### src/rtl/gdo_pkg.sv
`default_nettype none

package gdo_pkg;

	localparam int unsigned MAX_YEAR   = 9999;
	localparam int unsigned MAX_OFFSET = 65535;

	localparam int unsigned DAY_W  = 5;
	localparam int unsigned MON_W  = 4;
	localparam int unsigned YEAR_W = 14;
	localparam int unsigned OFS_W  = 17;
	localparam int unsigned REM_W  = 16;
	localparam int unsigned MOD_W  = 9;

	// y / 400 as (y * DIV400_MUL) >> DIV400_SHIFT, exact over the whole year field
	localparam int unsigned DIV400_MUL   = 10486;
	localparam int unsigned DIV400_SHIFT = 22;
	localparam int unsigned MUL_W        = 14;
	localparam int unsigned PROD_W       = YEAR_W + MUL_W;
	localparam int unsigned QUO_W        = PROD_W - DIV400_SHIFT;

	localparam logic [MOD_W-1:0]  MOD_LAST  = MOD_W'(399);
	localparam logic [MON_W-1:0]  MON_JAN   = MON_W'(1);
	localparam logic [MON_W-1:0]  MON_FEB   = MON_W'(2);
	localparam logic [MON_W-1:0]  MON_DEC   = MON_W'(12);
	localparam logic [YEAR_W-1:0] YEAR_MAX  = YEAR_W'(MAX_YEAR);
	localparam logic [REM_W-1:0]  OFS_CLAMP = REM_W'(MAX_OFFSET);

	typedef enum logic [1:0] {
		ST_OK       = 2'd0,
		ST_BAD_DATE = 2'd1,
		ST_RANGE    = 2'd2
	} status_t;

	typedef enum logic [2:0] {
		S_IDLE,
		S_DIV,
		S_MOD,
		S_CHECK,
		S_STEP,
		S_OUT
	} state_t;

	typedef struct packed {
		logic [DAY_W-1:0]  day;
		logic [MON_W-1:0]  month;
		logic [YEAR_W-1:0] year;
		logic [MOD_W-1:0]  mod400;
		logic [REM_W-1:0]  rem;
	} walk_t;

	typedef struct packed {
		walk_t walk;
		logic  done;
		logic  range_err;
	} step_res_t;

	// leap year from the year taken modulo 400
	function automatic logic is_leap(input logic [MOD_W-1:0] mod400);
		logic century;
		century = (mod400 == MOD_W'(100)) || (mod400 == MOD_W'(200)) ||
			(mod400 == MOD_W'(300));
		return (mod400[1:0] == 2'b00) && !century;
	endfunction

	function automatic logic [DAY_W-1:0] month_len(input logic [MON_W-1:0] m,
		input logic leap);
		logic [DAY_W-1:0] len;
		len = DAY_W'(31);
		case (m)
			4'd4, 4'd6, 4'd9, 4'd11: len = DAY_W'(30);
			4'd2:                    len = leap ? DAY_W'(29) : DAY_W'(28);
			default:                 len = DAY_W'(31);
		endcase
		return len;
	endfunction

endpackage

`default_nettype wire

### src/rtl/gdo_step.sv
`default_nettype none

// One month of the walk: either finish inside the current month or move
// to the neighbouring month boundary and charge the days crossed.
module gdo_step (
	input  wire gdo_pkg::walk_t     cur,
	input  wire logic               back,
	output gdo_pkg::step_res_t      res
);

	logic                         leap;
	logic [gdo_pkg::DAY_W-1:0]    mlen;
	logic [gdo_pkg::DAY_W-1:0]    left;
	logic [gdo_pkg::MON_W-1:0]    prev_m;
	logic [gdo_pkg::DAY_W-1:0]    prev_len;
	logic [gdo_pkg::YEAR_W:0]     year_up;
	logic [gdo_pkg::REM_W-1:0]    day_ext;
	logic [gdo_pkg::REM_W-1:0]    left_ext;

	assign leap     = gdo_pkg::is_leap(cur.mod400);
	assign mlen     = gdo_pkg::month_len(cur.month, leap);
	assign left     = mlen - cur.day;
	assign prev_m   = (cur.month == gdo_pkg::MON_JAN) ? gdo_pkg::MON_DEC
		: cur.month - gdo_pkg::MON_W'(1);
	// going back into February stays in the same year, so the current leap flag holds
	assign prev_len = gdo_pkg::month_len(prev_m, leap);
	assign year_up  = {1'b0, cur.year} + (gdo_pkg::YEAR_W+1)'(1);
	assign day_ext  = gdo_pkg::REM_W'(cur.day);
	assign left_ext = gdo_pkg::REM_W'(left);

	always_comb begin
		res           = '0;
		res.walk      = cur;
		res.done      = 1'b0;
		res.range_err = 1'b0;
		if (!back) begin
			if (cur.rem <= left_ext) begin
				res.walk.day = cur.day + gdo_pkg::DAY_W'(cur.rem);
				res.walk.rem = '0;
				res.done     = 1'b1;
			end else begin
				res.walk.rem = cur.rem - left_ext - gdo_pkg::REM_W'(1);
				res.walk.day = gdo_pkg::DAY_W'(1);
				if (cur.month == gdo_pkg::MON_DEC) begin
					res.walk.month  = gdo_pkg::MON_JAN;
					res.walk.year   = year_up[gdo_pkg::YEAR_W-1:0];
					res.walk.mod400 = (cur.mod400 == gdo_pkg::MOD_LAST) ? '0
						: cur.mod400 + gdo_pkg::MOD_W'(1);
					if (year_up > (gdo_pkg::YEAR_W+1)'(gdo_pkg::MAX_YEAR)) begin
						res.range_err = 1'b1;
						res.done      = 1'b1;
					end
				end else begin
					res.walk.month = cur.month + gdo_pkg::MON_W'(1);
				end
			end
		end else begin
			if (cur.rem < day_ext) begin
				res.walk.day = cur.day - gdo_pkg::DAY_W'(cur.rem);
				res.walk.rem = '0;
				res.done     = 1'b1;
			end else begin
				res.walk.rem   = cur.rem - day_ext;
				res.walk.month = prev_m;
				res.walk.day   = prev_len;
				if (cur.month == gdo_pkg::MON_JAN) begin
					res.walk.year   = cur.year - gdo_pkg::YEAR_W'(1);
					res.walk.mod400 = (cur.mod400 == '0) ? gdo_pkg::MOD_LAST
						: cur.mod400 - gdo_pkg::MOD_W'(1);
					if (cur.year == gdo_pkg::YEAR_W'(1)) begin
						res.range_err = 1'b1;
						res.done      = 1'b1;
					end
				end
			end
		end
	end

endmodule

`default_nettype wire

### src/rtl/gregorian_date_offset_unit.sv
`default_nettype none

// After the input beat is taken the sequencer passes through S_DIV, S_MOD and S_CHECK;
// a zero offset or a bad date then goes straight to S_OUT, while a nonzero offset walks
// month by month in S_STEP until done. The next beat is taken only once the result beat
// has gone, so result stalls hold off the next item.
// Reset (arst_n low) clears the sequencer to idle at once.
module gregorian_date_offset_unit (
	input  wire logic        clk,
	input  wire logic        arst_n,
	input  wire logic        s_axis_tvalid,
	output logic             s_axis_tready,
	input  wire logic [39:0] s_axis_tdata,  // day_in[4:0], month_in[8:5], year_in[22:9],
	                                        // offset_days[39:23]
	output logic             m_axis_tvalid,
	input  wire logic        m_axis_tready,
	output logic [23:0]      m_axis_tdata,  // day_out[4:0], month_out[8:5], year_out[22:9]
	output logic [1:0]       m_axis_tuser   // status[1:0]
);

	gdo_pkg::state_t                 state_q, state_nx;
	gdo_pkg::walk_t                  walk_q;
	logic                            back_q;
	gdo_pkg::status_t                st_q;
	logic [gdo_pkg::PROD_W-1:0]      prod_q;
	gdo_pkg::step_res_t              step;

	logic [gdo_pkg::OFS_W-1:0]       ofs_raw;
	logic [gdo_pkg::OFS_W-1:0]       ofs_mag;
	logic [gdo_pkg::REM_W-1:0]       ofs_clamped;
	logic [gdo_pkg::QUO_W-1:0]       quo;
	logic [gdo_pkg::YEAR_W-1:0]      quo_x400;
	logic                            date_bad;
	logic [gdo_pkg::DAY_W-1:0]       in_len;

	assign ofs_raw     = s_axis_tdata[39:23];
	assign ofs_mag     = ofs_raw[gdo_pkg::OFS_W-1] ? (~ofs_raw + gdo_pkg::OFS_W'(1)) : ofs_raw;
	assign ofs_clamped = (ofs_mag > gdo_pkg::OFS_W'(gdo_pkg::MAX_OFFSET)) ? gdo_pkg::OFS_CLAMP
		: ofs_mag[gdo_pkg::REM_W-1:0];

	assign quo      = prod_q[gdo_pkg::PROD_W-1:gdo_pkg::DIV400_SHIFT];
	assign quo_x400 = gdo_pkg::YEAR_W'(quo * gdo_pkg::YEAR_W'(400));

	assign in_len   = gdo_pkg::month_len(walk_q.month, gdo_pkg::is_leap(walk_q.mod400));
	assign date_bad = (walk_q.month < gdo_pkg::MON_JAN) || (walk_q.month > gdo_pkg::MON_DEC) ||
		(walk_q.year == '0) || (walk_q.year > gdo_pkg::YEAR_MAX) ||
		(walk_q.day == '0) || (walk_q.day > in_len);

	gdo_step u_step (
		.cur  (walk_q),
		.back (back_q),
		.res  (step)
	);

	always_ff @(posedge clk or negedge arst_n) begin
		if (!arst_n) begin
			state_q <= gdo_pkg::S_IDLE;
		end else begin
			state_q <= state_nx;
		end
	end

	always_comb begin
		state_nx      = state_q;
		s_axis_tready = 1'b0;
		m_axis_tvalid = 1'b0;
		unique case (state_q)
			gdo_pkg::S_IDLE: begin
				s_axis_tready = 1'b1;
				if (s_axis_tvalid) state_nx = gdo_pkg::S_DIV;
			end
			gdo_pkg::S_DIV:   state_nx = gdo_pkg::S_MOD;
			gdo_pkg::S_MOD:   state_nx = gdo_pkg::S_CHECK;
			gdo_pkg::S_CHECK: begin
				if (date_bad || walk_q.rem == '0) state_nx = gdo_pkg::S_OUT;
				else                              state_nx = gdo_pkg::S_STEP;
			end
			gdo_pkg::S_STEP: begin
				if (step.done) state_nx = gdo_pkg::S_OUT;
			end
			gdo_pkg::S_OUT: begin
				m_axis_tvalid = 1'b1;
				if (m_axis_tready) state_nx = gdo_pkg::S_IDLE;
			end
			default: state_nx = gdo_pkg::S_IDLE;
		endcase
	end

	always_ff @(posedge clk) begin
		unique case (state_q)
			gdo_pkg::S_IDLE: begin
				if (s_axis_tvalid) begin
					walk_q.day    <= s_axis_tdata[4:0];
					walk_q.month  <= s_axis_tdata[8:5];
					walk_q.year   <= s_axis_tdata[22:9];
					walk_q.mod400 <= '0;
					walk_q.rem    <= ofs_clamped;
					back_q        <= ofs_raw[gdo_pkg::OFS_W-1];
					st_q          <= gdo_pkg::ST_OK;
				end
			end
			gdo_pkg::S_DIV: begin
				prod_q <= gdo_pkg::PROD_W'(walk_q.year) *
					gdo_pkg::PROD_W'(gdo_pkg::DIV400_MUL);
			end
			gdo_pkg::S_MOD: begin
				walk_q.mod400 <= gdo_pkg::MOD_W'(walk_q.year - quo_x400);
			end
			gdo_pkg::S_CHECK: begin
				if (date_bad) st_q <= gdo_pkg::ST_BAD_DATE;
			end
			gdo_pkg::S_STEP: begin
				walk_q <= step.walk;
				if (step.range_err) st_q <= gdo_pkg::ST_RANGE;
			end
			gdo_pkg::S_OUT: begin
			end
			default: begin
			end
		endcase
	end

	// blank the date on any error
	always_comb begin
		m_axis_tdata = '0;
		m_axis_tuser = st_q;
		if (st_q == gdo_pkg::ST_OK) begin
			m_axis_tdata[4:0]  = walk_q.day;
			m_axis_tdata[8:5]  = walk_q.month;
			m_axis_tdata[22:9] = walk_q.year;
		end
	end

endmodule

`default_nettype wire

### config.mk
export PLATFORM = sky130hd
export DESIGN_NAME = gregorian_date_offset_unit
export DESIGN_NICKNAME = d
export VERILOG_FILES = /design/src/rtl/gdo_pkg.sv /design/src/rtl/gdo_step.sv /design/src/rtl/gregorian_date_offset_unit.sv
export SDC_FILE = /design/constraint.sdc
export NUM_CORES = 1
export LEC_CHECK = 0
export BUFFER_PORTS_ARGS = -buffer_cell sky130_fd_sc_hd__buf_2
export CAP_MARGIN = 30
export CORE_MARGIN = 3
export CORE_UTILIZATION = 50
export CTS_BUF_LIST = sky130_fd_sc_hd__clkbuf_16
export CTS_CLUSTER_DIAMETER = 200
export CTS_CLUSTER_SIZE = 16
export DETAILED_ROUTE_END_ITERATION = 8
export GPL_TIMING_DRIVEN = 0
export PLACE_DENSITY = 0.71
export SLEW_MARGIN = 25
export SYNTH_ARGS = -nofsm -noshare
export SYNTH_HDL_FRONTEND = slang
export SYNTH_SLANG_ARGS = --single-unit
export TNS_END_PERCENT = 5
### constraint.sdc
create_clock -name clk -period 4.9 [get_ports clk]
set_input_delay 0.49 -clock clk [delete_from_list [all_inputs] [get_ports clk]]
set_output_delay 0.49 -clock clk [all_outputs]
set_load 0.05 [all_outputs]
==> results of run 1 <==
worst max-delay path, cell delays in order, from the launching register on:
cell                        delay [ps]
sky130_fd_sc_hd__edfxtp_1          560
sky130_fd_sc_hd__ha_4              360
sky130_fd_sc_hd__inv_2              40
sky130_fd_sc_hd__fa_1              470
sky130_fd_sc_hd__fa_1              510
sky130_fd_sc_hd__inv_1              50
sky130_fd_sc_hd__fa_1              480
sky130_fd_sc_hd__fa_1              600
sky130_fd_sc_hd__ha_4              220
sky130_fd_sc_hd__a211oi_4          260
sky130_fd_sc_hd__nor2_4             90
sky130_fd_sc_hd__a2111oi_4         190
sky130_fd_sc_hd__buf_4             200
sky130_fd_sc_hd__nor4b_2            50
sky130_fd_sc_hd__a2111o_1          340
sky130_fd_sc_hd__buf_4             160
sky130_fd_sc_hd__xor2_2            140
what timing repair did:
action / 4_1_cts / 5_1_grt
resized for setup: 38 / 18
hold buffers: 1 / 0
setup endpoints to repair: 14 / 45
cloned: 0 / 0
endpoints found under the hold margin: 3 / 0
pin swaps: 27 / 5
setup buffers: 46 / 9
state kept, by name, summed over array words and instances (netlist names):
register	count
prod_q	5
walk_q	48
state_q	3
m_axis_tuser	2
back_q	1
cells by family (layout without fill, tap and decap cells):
kind of cell / count (synthesis) / count (layout)
xor+xnor: 79 / 79
other cells: 1 / 1
buf+inv: 187 / 330
simple gates: 274 / 274
flops: 59 / 59
compound gates: 223 / 223
fa+ha+maj: 225 / 225
mux: 7 / 7
synth_stat cells, drive strengths merged, types with 6 or more instances:
cell type / number / area share
nand4: 10 / 0.0082
xnor2: 57 / 0.053
o31ai: 10 / 0.0085
or4: 6 / 0.0052
mux2i: 7 / 0.0074
or3: 11 / 0.0074
nor4: 7 / 0.0053
edfxtp: 56 / 0.18
nand2: 74 / 0.029
a21o: 14 / 0.011
o22ai: 8 / 0.0053
a211oi: 8 / 0.0064
nand3: 23 / 0.012
xor2: 22 / 0.020
o21ai: 74 / 0.039
and3: 11 / 0.0078
nor2b: 6 / 0.0043
o211ai: 6 / 0.0048
fa: 68 / 0.14
clkbuf: 25 / 0.012
inv: 147 / 0.059
nor2: 53 / 0.021
ha: 157 / 0.21
a21oi: 46 / 0.024
nor3: 41 / 0.022
a31oi: 6 / 0.0040
o221ai: 7 / 0.0065
nand2b: 8 / 0.0053
and2: 9 / 0.0061
buf: 14 / 0.0078
area by class of cell:
type	count	area, um^2	share of cell area
Inverter	148	574	0.0518
Timing Repair Buffer	127	807	0.0728
Sequential cell	59	1760	0.158
Buffer	39	190	0.0171
Clock inverter	7	100	0.00903
Tap cell	229	287	0.0258
Clock buffer	9	225	0.0203
Multi-Input combinational cell	809	7150	0.645
per-stage QoR:
step / hold WS, ps / util
4_1_cts: 390 / 0.602
6_report: 400 / 0.609
3_3_place_gp: 307 / 0.554
2_1_floorplan: 194 / -
3_5_place_dp: 309 / 0.555
5_1_grt: 411 / 0.609
worst paths after layout:
check | startpoint | end | slack [ps] | cells after the start
hold / removal | s_axis_tdata[39] | back_q | 400 | 1
max in group asynchronous | arst_n | state_q[1] | 4250 | 2
setup / recovery | walk_q[37] | prod_q[25] | -70 | 16
min in group asynchronous | arst_n | state_q[2] | 510 | 2
setup reg to reg | walk_q[37] | prod_q[25] | -70 | 16
hold reg to reg | walk_q[10] | walk_q[10] | 680 | 1
layer usage:
layer / track usage / vias up
met2: 0.427 / 353
met3: 0.0388 / 61
li1: - / 3939
met4: 0.0753 / 0
met1: 0.367 / 3965
met5: 0 / -
cells in the final DEF (no fill, tap or decap), drive strengths merged, types with 11 or more instances in the layout:
master and count:
clkbuf 34, a21o 14, a21oi 46, edfxtp 56, nand2 74, o21ai 74, or3 11, fa 68
nand3 23, xor2 22, nor2 53, inv 145, and3 11, xnor2 57, ha 157, nor3 41
buf 140
==> flow_results.org, run 1 <==
** GRT
- For this run, the total global-route usage over all layers was measured as 0.263.
- Entering global routing, the biggest net connects 22 pins.
- The number of global-route vias before repair was 8,218.
- The first global-routing pass estimated 42.7 mm of wire.
- The total overflow left after global routing is 0.
- The number of antenna violations at the first check in global routing came to 0.

** STA
- Setup slack on the critical path of the routed design comes to -70.4 ps.
- For this run, the top clock speed supported by timing is 201 MHz.
- The hold violation count in the final report is 0.
- Of the available clock period, the critical path in the final layout requires 1.01.
- Worst Skew :: 8.01 ps
- In this run the tightest slew margin relative to its limit is 0.367.
- Setup repair after global routing could not meet its margin everywhere.
- For the finished layout, the period the worst path requires is 4970 ps.
- Fin. max-slew vios :: 0
- Summed over all failing endpoints, the final setup total negative slack is -147 ps.
- Final setup fails :: 3
- At the pin with the least slew margin, the transition time is 947 ps.

** Logic synthesis
- Simple-Gate Fraction of Synth Area :: 0.147
- Mean area per synthesized cell :: 8.93 um^2
- The compound-gate portion of the synthesized area was 0.153.
- After synthesis, the share of cell area in mux cells is 0.00744.
- The share of the Yosys chip area taken by registers is 0.187.
- Count of distinct cell types in the synthesized netlist :: 75
- Fraction of registers with async set/reset :: 0.0508
- Synthesis handed over a netlist of 1,055 instances.
- Synthesis inferred 59 register bits.
- Most used flip-flop cell after synthesis :: sky130_fd_sc_hd__edfxtp_1
- Synthesized cell area :: 0.00942 mm^2
- Adder-Cell Fraction of Synth Area :: 0.353
- Dominant combinational cell family by area after synthesis :: adder cells
- Counting every net in the synthesized netlist gives 1,324.
- Of the total synthesized cell area, the portion taken by XOR and XNOR cells is 0.0735.
- Yosys mapped a number of flops with a built-in enable equal to 56.
- For this run, the number of Yosys warnings is 0.

** CTS
- Clock transition at the register clock pins on the worst setup and hold paths after CTS :: 60 ps
- Cell at the root of the clock tree :: sky130_fd_sc_hd__clkbuf_16
- Clock latency on the worst-skew pair :: 330 ps
- Counting the buffers created by CTS gives 9.
- Max Buffers Root-to-Sink :: 2
- Clock tree from TritonCTS :: done
- The clock tree synthesis step divided the H-tree into 3 levels.
- Total clock sinks :: 59

** Finish
- Compared with the post-synthesis result, the final layout area differs by 17.8%.
- Share of layout cells above drive strength 1 :: 0.177
- Layout Nets :: 1,462
- Layout fillers :: 1,512
- Final design instance area without fill :: 0.0111 mm^2
- Diode insertion count for antenna repair :: 0
- Number of standard cells in the final layout excluding fillers :: 1,427

** Drt
- The detailed router placed 8,318 vias in this run.
- Post-detailed-routing wire length :: 26.6 mm
- Count of unresolved DRC violations after routing :: 0
- For this block, the initial DRC count from the detailed router was 830.
- Total length of routed met3 wires :: 1.82 mm
- Number of nets still failing antenna checks after routing :: 0
- Average wire length per cell after detail routing :: 18.7 um
- In the routed layout, each cell is associated on average with a via count of 5.83.
- First-pass detailed-route iteration total :: 5
- Routed wire length on met2 :: 12.5 mm
- Met1 wire length :: 11.5 mm
- Highest metal used :: met4

** Setup path
- At the worst endpoint, the required time is 4980 ps.
- Data arrival time at the worst-slack endpoint :: 5050 ps
- Classification of the worst setup path :: register to register
- The worst setup path is captured at a register.
- Startpoint type of the worst setup path :: register
- Worst Path Max Fanout :: 5

** Floorplan
- The die is 143 um tall.
- Area of the die :: 0.0205 mm^2
- Initial standard-cell utilization of the core :: 0.517
- Area of the core :: 0.0182 mm^2
- Die width :: 143 um
- 72 I/O pins were placed.
- Cell Rows :: 49

** Hold path
- The tightest min-delay check is of the input pin to register type.

** Place
- Placed instance area :: 0.0101 mm^2
- Summed over all nets, the half-perimeter wirelength after detailed placement is 20.1 mm.
- Port Buf Inserts :: 70
- DP Cell Count :: 1,355
- Before CTS, the worst setup slack after placement is -737 ps.
- Routability-driven placement finished with a final weighted congestion of 0.954.

** Job
- Max-cap violations in this run came to 0.

** Outcome
- Violations in the final reports :: setup timing
- The run finished, with violations left.
Power of run 1 is not shown: default switching activity piles up to over one toggle a cycle in this logic, so the estimate is an artifact.
==> run 2, diff against run 1 <==
PLACE_DENSITY = 0.68   (was 0.71)
clock period = 6.4 ns   (was 4.9 ns; I/O delays follow)
==> run 2 against run 1 <==
Flip-flop and latch count did not move. Critical path type unchanged. Wire length fell by 7.7%. Non-clock buffer count fell by 55. Register-to-register slack improved by 580 ps. Clock skew fell by 1.3 ps. Largest cell class unchanged. Highest routed layer unchanged. The flow now finishes without violations. First-iteration DRC count fell by 30%.
==> flow_results.org, run 2 (synthesized netlist as in run 1, its figures left out) <==
** Hold path
- Hold Crit Class :: input pin to asynchronous set/reset pin (was input pin to register)

** GRT
- All-Layer GR Usage :: 0.248 (was 0.263)
- Largest net degree at the start of global routing :: 22 (unchanged)
- First-pass GRT wire length :: 40.2 mm (was 42.7 mm)
- Via count of the first global-routing pass :: 7,752 (was 8,218)
- The aggregate global routing overflow is 0 (unchanged).
- Number of antenna violations at the first check in global routing :: 0 (unchanged)

** CTS
- The clock transition at the registers of the reported paths came to 60 ps (about the same).
- The number of buffers added for setup after CTS was 0 (was 46).
- The deepest clock path buffer count came to 2 (unchanged).
- The total of hold buffers inserted after clock tree synthesis came to 0 (was 1).
- Total of cells resized after clock tree synthesis :: 0 (was 38)
- Total clock sinks :: 59 (unchanged)
- Total CTS buffers :: 9 (unchanged)
- Level count of the clock H-tree :: 3 (unchanged)
- The clock root buffer is sky130_fd_sc_hd__clkbuf_16 (unchanged).
- The clock tree from TritonCTS was done (unchanged).
- The clock insertion delay at the later pin of the skew report came to 340 ps (was 330 ps).

** Job
- The max-cap check violation count came to 0 (unchanged).

** Drt
- The number of detailed-route iterations in the first pass is 5 (unchanged).
- The routed length per placed instance was 17.9 um (was 18.7 um).
- Number of nets still failing antenna checks after routing :: 0 (unchanged)
- The post-detailed-route DRC marker count is 0 (unchanged).
- DR vias :: 7,848 (was 8,318)
- The iteration-0 DRC count of the detailed router came to 580 (was 830).
- The total detailed-routing wirelength was 24.6 mm (was 26.6 mm).
- The average via count per standard cell was 5.72 (was 5.83).

** Setup path
- Classification of the worst setup path :: register to register (unchanged)
- Data arrival time at the worst-slack endpoint :: 5970 ps (was 5050 ps)
- Worst EP required :: 6480 ps (was 4980 ps)
- The startpoint type of the worst setup path is a register (unchanged).
- Worst Path Max Fanout :: 10 (was 5)
- Capturing element type of the critical path :: register (unchanged)

** STA
- Worst Skew :: 6.72 ps (was 8.01 ps)
- The worst hold slack after final layout came to 106 ps (was 400 ps).
- Fin. max-slew vios :: 0 (unchanged)
- The clock period minus worst slack was 5890 ps (was 4970 ps).
- RSZ-0062 raised after global routing: no (was yes).
- Post-route setup TNS :: 0 ps (was -147 ps)
- The hold violation count in the final report is 0 (unchanged).
- Fmax achieved :: 170 MHz (was 201 MHz)
- The transition at the pin with the smallest max-transition slack is 921 ps (was 947 ps).
- The setup-violating endpoint count in the final report came to 0 (was 3).
- Final WS setup :: 508 ps (was -70.4 ps)
- Fin crit share :: 0.921 (was 1.01)
- The relative max-transition margin was 0.385 (was 0.367).

** Finish
- Storage cell area :: 0.00176 mm^2 (unchanged)
- The net count reported at finish was 1,407 (was 1,462).
- Top Registers: walk_q: 48 flops, prod_q: 5 flops, state_q: 3 flops (unchanged).
- Share of layout cells above drive strength 1 :: 0.104 (was 0.177)
- Register with the most flip-flops :: walk_q (unchanged)
- Area growth from synthesis to final layout :: 10.4% (was 17.8%)
- The final non-filler cell total is 1,372 (was 1,427).
- Most frequent cells in the layout: sky130_fd_sc_hd__ha_1 (157), sky130_fd_sc_hd__inv_1 (147), sky130_fd_sc_hd__nand2_1 (74) (was sky130_fd_sc_hd__ha_1 (147), sky130_fd_sc_hd__inv_1 (134), sky130_fd_sc_hd__nand2_1 (73)).
- Commonest non-fill, non-tap cell in the layout :: sky130_fd_sc_hd__ha_1 (unchanged)
- Layout fillers :: 1,665 (was 1,512)
- Max FFs per register :: 48 (unchanged)
- Diode insertion count for antenna repair :: 0 (unchanged)
- The footprint of the multi-input gates came to 0.00694 mm^2 (was 0.00715 mm^2).

** Floorplan
- Area of the die :: 0.0205 mm^2 (unchanged)
- Initial standard-cell utilization of the core :: 0.517 (unchanged)
- Die width :: 143 um (unchanged)
- The number of top-level design ports came to 72 (unchanged).
- The chip height is 143 um (unchanged).
- The number of standard-cell rows in the floorplan came to 49 (unchanged).
- The area of the core region is 0.0182 mm^2 (unchanged).

** Place
- DP Cell Count :: 1,355 (unchanged)
- The number of I/O port buffers is 70 (unchanged).
- Dpl hpwl :: 20.2 mm (was 20.1 mm)
- The final weighted congestion in routability-driven placement was 0.892 (was 0.954).
- Setup Slack @ Placement :: 474 ps (was -737 ps)

** Outcome
- Status: finished, final reports clean (was finished, violations left).
==> run 2: worst max-delay path, stage by stage, from the launching register on <==
cell and delay [ps]:
sky130_fd_sc_hd__edfxtp_1 640, sky130_fd_sc_hd__clkinv_1 500, sky130_fd_sc_hd__fa_1 620, sky130_fd_sc_hd__fa_1 510, sky130_fd_sc_hd__inv_1 50, sky130_fd_sc_hd__fa_1 470
sky130_fd_sc_hd__fa_1 500, sky130_fd_sc_hd__ha_1 320, sky130_fd_sc_hd__a211oi_1 300, sky130_fd_sc_hd__nor2_1 130, sky130_fd_sc_hd__o31ai_1 700, sky130_fd_sc_hd__nor4b_1 120
sky130_fd_sc_hd__a2111o_1 460, sky130_fd_sc_hd__a21oi_1 190, sky130_fd_sc_hd__xor2_1 100
==> run 2: area by class of cell <==
cell class,instances,area share
Sequential cell,59,0.169
Inverter,148,0.0534
Clock inverter,7,0.00734
Timing Repair Buffer,72,0.0355
Buffer,39,0.0181
Tap cell,229,0.0276
Multi-Input combinational cell,809,0.668
Clock buffer,9,0.0217
==> run 2: layer usage <==
layer,vias up,GRT usage,wire (um)
met5,-,0,0
met4,0,0.0619,456
met3,37,0.0482,1640
met2,266,0.402,11200
met1,3711,0.343,11300
li1,3834,-,-
==> run 2: final timing paths <==
| path | slack [ps] | depth (start not counted) | to | start |
|---|---|---|---|---|
| max reg2reg | 510 | 14 | prod_q[26] | walk_q[38] |
| min reg2reg | 680 | 1 | walk_q[14] | walk_q[14] |
| max in group asynchronous | 6160 | 1 | state_q[1] | arst_n |
| max | 510 | 14 | prod_q[26] | walk_q[38] |
| min in group clk | 540 | 1 | back_q | s_axis_tdata[39] |
| min | 110 | 1 | state_q[2] | arst_n |
==> run 2: per-stage QoR <==
step,utilization,cell area (um^2)
global placement,0.552,10100
floorplan,-,9420
CTS,0.571,10400
detailed placement,0.554,10100
finish,0.571,10400
global route,0.571,10400
Power of run 2 is left out for the same reason.
